==> src/sv/tmcs_pkg.sv <==
// ----------------------------------------------------------------------------
// tmcs_pkg: shared types, widths and the format table for the mip chain sizer
// Holds field widths, the per-cell data record and the block-count helpers.
// ----------------------------------------------------------------------------
package tmcs_pkg;

  localparam int MAX_MIPS   = 15;
  localparam int FMT_W      = 6;
  localparam int DIM_W      = 15;
  localparam int DEPTH_W    = 12;
  localparam int MIP_W      = 4;
  localparam int TOTAL_W    = 44;
  localparam int BYTES_W    = 5;
  localparam int BLK_PROD_W = 2 * DIM_W;
  localparam int BS_W       = BYTES_W + DEPTH_W;
  localparam int LVL_W      = BLK_PROD_W + BS_W;
  localparam int ACC_W      = LVL_W + 1;

  localparam logic [TOTAL_W-1:0] TOTAL_MAX = {TOTAL_W{1'b1}};

  typedef struct packed {
    logic               known;
    logic [BYTES_W-1:0] bytes;
    logic               blk4;
  } fmt_t;

  typedef struct packed {
    logic [TOTAL_W-1:0] sum;
    logic [DIM_W-1:0]   w;
    logic [DIM_W-1:0]   h;
    logic [DEPTH_W-1:0] d;
    logic [BYTES_W-1:0] bytes;
    logic               blk4;
    logic [MIP_W-1:0]   rem;
    logic               known;
  } cell_data_t;

  function automatic fmt_t fmt_lookup(input logic [FMT_W-1:0] code);
    fmt_t f;
    f = '{known: 1'b0, bytes: '0, blk4: 1'b0};
    unique case (code) inside
      [6'd1:6'd4]:              f = '{known: 1'b1, bytes: 5'd1,  blk4: 1'b0};
      [6'd5:6'd16], 6'd56:      f = '{known: 1'b1, bytes: 5'd2,  blk4: 1'b0};
      [6'd17:6'd31], [6'd57:6'd58]:
                                f = '{known: 1'b1, bytes: 5'd4,  blk4: 1'b0};
      [6'd32:6'd39], 6'd59:     f = '{known: 1'b1, bytes: 5'd8,  blk4: 1'b0};
      [6'd40:6'd42]:            f = '{known: 1'b1, bytes: 5'd12, blk4: 1'b0};
      [6'd43:6'd45]:            f = '{known: 1'b1, bytes: 5'd16, blk4: 1'b0};
      6'd46, [6'd49:6'd50]:     f = '{known: 1'b1, bytes: 5'd8,  blk4: 1'b1};
      [6'd47:6'd48], [6'd51:6'd55]:
                                f = '{known: 1'b1, bytes: 5'd16, blk4: 1'b1};
      default:                  f = '{known: 1'b0, bytes: '0,    blk4: 1'b0};
    endcase
    return f;
  endfunction

  // blocks along one axis: round up by the block edge, floor of one
  function automatic logic [DIM_W-1:0] blk_count(input logic [DIM_W-1:0] dim,
                                                 input logic blk4);
    logic [DIM_W:0]   rnd;
    logic [DIM_W-1:0] n;
    rnd = {1'b0, dim} + (DIM_W+1)'(3);
    n   = blk4 ? DIM_W'(rnd >> 2) : dim;
    return (n == '0) ? DIM_W'(1) : n;
  endfunction

endpackage

==> src/sv/tmcs_cell.sv <==
// ----------------------------------------------------------------------------
// tmcs_cell: one mip level of the size chain
// Three stages: block counts and products, level size, saturating sum. Hands
// the halved dimensions and the running sum to the next cell.
// ----------------------------------------------------------------------------
module tmcs_cell (
  input  logic                 clk_i,
  input  logic                 rst_ni,
  input  logic                 en_i,
  input  logic                 valid_i,
  input  tmcs_pkg::cell_data_t data_i,
  output logic                 valid_o,
  output tmcs_pkg::cell_data_t data_o
);

  logic [tmcs_pkg::DIM_W-1:0]      bx, by;
  logic [tmcs_pkg::DEPTH_W-1:0]    slices;
  logic [tmcs_pkg::BLK_PROD_W-1:0] pxy1_d, pxy1_q;
  logic [tmcs_pkg::BS_W-1:0]       bs1_d, bs1_q;
  logic [tmcs_pkg::LVL_W-1:0]      prod2_d, prod2_q;
  logic [tmcs_pkg::ACC_W-1:0]      acc;
  tmcs_pkg::cell_data_t            d1_q, d2_q, d3_d, d3_q;
  logic                            v1_q, v2_q, v3_q;

  always_comb begin
    bx     = tmcs_pkg::blk_count(data_i.w, data_i.blk4);
    by     = tmcs_pkg::blk_count(data_i.h, data_i.blk4);
    slices = (data_i.d == '0) ? tmcs_pkg::DEPTH_W'(1) : data_i.d;
    pxy1_d = tmcs_pkg::BLK_PROD_W'(bx) * tmcs_pkg::BLK_PROD_W'(by);
    bs1_d  = tmcs_pkg::BS_W'(data_i.bytes) * tmcs_pkg::BS_W'(slices);
  end

  assign prod2_d = tmcs_pkg::LVL_W'(pxy1_q) * tmcs_pkg::LVL_W'(bs1_q);

  always_comb begin
    acc  = tmcs_pkg::ACC_W'(d2_q.sum) + tmcs_pkg::ACC_W'(prod2_q);
    d3_d = d2_q;
    if (d2_q.rem != '0) begin
      d3_d.sum = (acc > tmcs_pkg::ACC_W'(tmcs_pkg::TOTAL_MAX)) ? tmcs_pkg::TOTAL_MAX
                                                               : acc[tmcs_pkg::TOTAL_W-1:0];
      d3_d.rem = d2_q.rem - 1'b1;
    end
    d3_d.w = d2_q.w >> 1;
    d3_d.h = d2_q.h >> 1;
    d3_d.d = d2_q.d >> 1;
  end

  always_ff @(posedge clk_i or negedge rst_ni) begin
    if (!rst_ni) begin
      v1_q <= 1'b0;
      v2_q <= 1'b0;
      v3_q <= 1'b0;
    end else if (en_i) begin
      v1_q <= valid_i;
      v2_q <= v1_q;
      v3_q <= v2_q;
    end
  end

  always_ff @(posedge clk_i) begin
    if (en_i) begin
      d1_q    <= data_i;
      pxy1_q  <= pxy1_d;
      bs1_q   <= bs1_d;
      d2_q    <= d1_q;
      prod2_q <= prod2_d;
      d3_q    <= d3_d;
    end
  end

  assign valid_o = v3_q;
  assign data_o  = d3_q;

endmodule

==> config.mk <==
export PLATFORM = sky130hd
export DESIGN_NAME = tmcs_cell
export DESIGN_NICKNAME = d
export VERILOG_FILES = /design/src/sv/tmcs_pkg.sv /design/src/sv/tmcs_cell.sv
export SDC_FILE = /design/constraint.sdc
export NUM_CORES = 2
export LEC_CHECK = 0
export BUFFER_PORTS_ARGS = -buffer_cell sky130_fd_sc_hd__buf_2
export CAP_MARGIN = 20
export CELL_PAD_IN_SITES_DETAIL_PLACEMENT = 0
export CELL_PAD_IN_SITES_GLOBAL_PLACEMENT = 2
export CORE_ASPECT_RATIO = 1.25
export CORE_UTILIZATION = 46
export DETAILED_ROUTE_END_ITERATION = 10
export PLACE_DENSITY = 0.85
export SLEW_MARGIN = 20
export SYNTH_ARGS = -nofsm -noshare
export SYNTH_HDL_FRONTEND = slang
export SYNTH_SLANG_ARGS = --single-unit
==> constraint.sdc <==
create_clock -name clk_i -period 17.8 [get_ports clk_i]
set_input_delay 0 -clock clk_i [delete_from_list [all_inputs] [get_ports clk_i]]
set_output_delay 0 -clock clk_i [all_outputs]
set_load 0.01 [all_outputs]
==> key figures <==
Clock network
  – CTS tree: yes
  – Post-CTS Resized: 0
  – Root Buffer Master: clkbuf_16
  – # H-tree levels: 2
  – Bufs on Longest Clock Path: 3
  – Worst-Skew Late Latency: approximately 0.59 ns
  – Clk sink count: approximately 380
  – Clock Pin Slew Worst Setup and Hold Paths: about 0.060 ns
  – CTS buffer count: 42

Detailed routing
  – Wire length per cell: ~19 um
  – Initial DRC count: approximately 1.5k
  – Remaining antenna violation count: 0
  – Pre-Repair DR Iteration Count: 6
  – # DRC: 0
  – Detailed-route via count: about 27k
  – Final WL: 98,190 um
  – Via-to-Cell Ratio: roughly 5.2

GRT
  – Top Usage Layer GRT: met2
  – M3 GR Usage: 0.02287
  – Largest net degree at the start of global routing: roughly 130
  – First-pass GRT wire length: approximately 160,000 um
  – Grt met2 use: 0.4127
  – Vias in the first global route: just under 30k
  – Remaining Overflow, GRT: 0
  – Met1 Resource Use GR: 0.2898
  – All-Layer GR Usage: 0.2307
  – Initial antenna violation count: 1

Timing
  – Max-slew violation count: 0
  – Final WS setup: between 8 and 9 ns
  – Hold WS: approximately 0.008 ns
  – Final min period: 8.943 ns
  – Hold Vio Cnt, Final: 0
  – Final worst path period share: 0.5024
  – Final setup vio count: 0
  – F_max: between 100 and 150 MHz
  – Setup_tns: 0 ns
  – Max-slew headroom: 0.2589
  – RSZ-0062 raised after global routing: no
  – Tightest Pin Transition: between 1 and 1.5 ns
  – Post-Route Skew: approximately 0.017 ns

Synthesis
  – Largest family of logic cells by synthesized area: adder cells
  – Synthesized area: about 0.040 mm2
  – Post-synth EDFFs: about 380
  – Post-Synthesis Cells: about 3.8k
  – XOR/XNOR Fraction of Synth Area: 0.02742
  – Yosys warning count: 0
  – Adder-Cell Fraction of Synth Area: 0.3987
  – Post-synthesis compound-gate area fraction: 0.07716
  – Post-synthesis mux area share: 0.001473
  – Sequential area share after synthesis: 0.2847
  – Syn avg cell area: ~11 um2
  – FFs w/ async S/R, synth: 0.007916
  – Simple-Gate Fraction of Synth Area: 0.1288
  – Synth unique cells: 95
  – Main synth FF type: edfxtp_1
  – Yosys reg bits: between 300 and 400

Worst setup path
  – Crit path launch type: primary input
  – Crit end category: register
  – Setup crit start: data_i[24]
  – Worst path most repeated cell: fa_1
  – Worst path max stage delay: approximately 0.67 ns
  – Slowest cell on the critical path: o41ai_4
  – WP data required: 18.14 ns
  – FF-to-FF Start: pxy1_q[11]$_DFFE_PP_
  – CP max FO: 8
  – Setup CP Type: primary input to register
  – Worst reg-to-reg setup slack: between 10 and 15 ns
  – WP data arrival: roughly 9.3 ns

Hold path
  – Hold WC Path Type: primary input to register
  – Min-delay src: en_i

Floorplan
  – Die X-Extent: approximately 270 um
  – Core Rows: 120
  – DIE AREA: 0.08798 mm2
  – Die Height: 331.4 um
  – IO Pins: 199
  – Initial Utilization: 0.4649
  – Core box area: 0.08588 mm2

Status
  – Status: finished clean

Finish
  – Final instance area: ~0.044 mm2
  – FF+latch area: ~0.011 mm2
  – Multi-input gate area: about 0.025 mm2
  – Final-layout fill cell count: just under 8k
  – Share of layout cells above drive strength 1: 0.08653
  – Layout net count: 5,040
  – Layout area overhead: 11.13%

Placed design
  – Port-buffer cells: 195
  – Place WS: slightly below 9 ns
  – DP HPWL: ~73,000 um
  – Placer Congestion: between 0.9 and 1
  – Area after DPL: between 0.04 and 0.05 mm2

Flow run
  – Max-Cap Viols: 0
-- stage by stage --
| stage | cells | utilization |
|---|---|---|
| after floorplan | 3798 | - |
| after global placement | 5055 | 0.4892 |
| after detailed placement | 5055 | 0.4892 |
| after CTS | 5227 | 0.5166 |
| after global routing | 5228 | 0.5166 |
| final | 5228 | 0.5166 |
-- worst max-delay path, delay by kind of cell --
kind | cells | cell delay (ns)
adder cells (fa/ha/maj) | 7 | 3.37
buffers and inverters | 5 | 0.80
AND/OR/NAND/NOR | 12 | 2.58
AO/OA/AOI/OAI | 9 | 2.44
XOR/XNOR | 1 | 0.08
-- layout make-up --
class,count,share of cell area
Inverter,665,0.05626
Timing Repair Buffer,346,0.05324
Tap cell,1159,0.03268
Multi-Input combinational cell,2603,0.5705
Clock inverter,23,0.006091
Sequential cell,379,0.2562
Clock buffer,52,0.02501
Antenna cell,1,0.00005640
-- cells by family after synthesis --
kind of cell               count (synthesis)
AOI/OAI and AO/OA                        443
xor gates and xnor gates                 125
adders and majority gates                902
buffers and inverters                    816
DFF                                      379
muxes                                      5
other                                      1
and+or+nand+nor                         1125
-- placed cells by master, fill, tap and decap left out, types with 43 or more instances in the layout --
master         Yosys  routed
buf_4              5      54
buf_2              2     194
xnor2_1           91      91
fa_1             617     617
and2_1           188     188
nand2_1          584     584
o21ai_0           72      72
nor2_1           173     173
a21oi_1          126     126
a21o_1            61      61
inv_1            663     663
ha_1             285     285
clkbuf_16          0      43
dlygate4sd3_1      1      97
o22a_1            44      44
edfxtp_1         376     376
-- cells in the mapped netlist (4+ instances only) --
master    instances  area (um2)
o21bai_1         14       105.1
o21a_1           25       187.7
nand3b_1          4       30.03
a32oi_1           4       35.03
a211oi_1         15       112.6
a31oi_1           8       50.05
inv_1           663        2489
o211ai_1          8       60.06
nor3_1           18       90.09
nor2_1          173       649.4
ha_1            285        3566
a21o_2            5       43.79
and2_1          188        1176
o22a_1           44       385.4
nand2_1         584        2192
clkbuf_1        123       461.7
o41a_1            4       45.04
nor2b_1          30       187.7
buf_4             5       37.54
nor4_1            5       31.28
clkbuf_8          8       110.1
a21oi_1         126       630.6
o21ai_0          72       360.4
and3_1           11       68.82
fa_1            617       12350
a32o_1            6       60.06
nand3_1          31       155.2
xnor2_1          91       797.0
o31ai_1           4       30.03
buf_6             7       78.83
or2_2             7       43.79
o221ai_1          4       35.03
nand4_1          17       106.4
xor2_1           34       297.8
and4_1            4       35.03
or3_1             8       50.05
nand2b_1         24       150.1
a21o_1           61       457.9
or2_1             4       25.02
edfxtp_1        376       11290
-- worst paths after layout --
path,to,cells after the start
min in group asynchronous,valid_o$_DFFE_PN0P_,3
max,pxy1_q[29]$_DFFE_PP_,34
max reg2reg,prod2_q[43]$_DFFE_PP_,23
min reg2reg,d2_q[35]$_DFFE_PP_,0
max in group asynchronous,v2_q$_DFFE_PN0P_,3
min,d2_q[43]$_DFFE_PP_,1
-- state kept, by name, indices dropped and copies added, names as in the netlist --
signal   count
bs1_q       17
d1_q        94
d2_q        94
data_o      94
prod2_q     47
pxy1_q      30
v1_q         1
v2_q         1
valid_o      1
-- what timing repair did --
item,in CTS,in global routing
endpoints found under the hold margin,99,0
buffers inserted,0,0
hold buffers,97,0
-- layer usage --
layer | vias to the layer above | wire (um)
li1 | 12560 | -
met1 | 13570 | 41030
met2 | 631 | 50010
met3 | 178 | 3913
met4 | 0 | 3235
met5 | - | 0
Power is left out: the tool's default activity adds up to more than one toggle a clock period on the data nets, which glitch-free logic cannot reach.
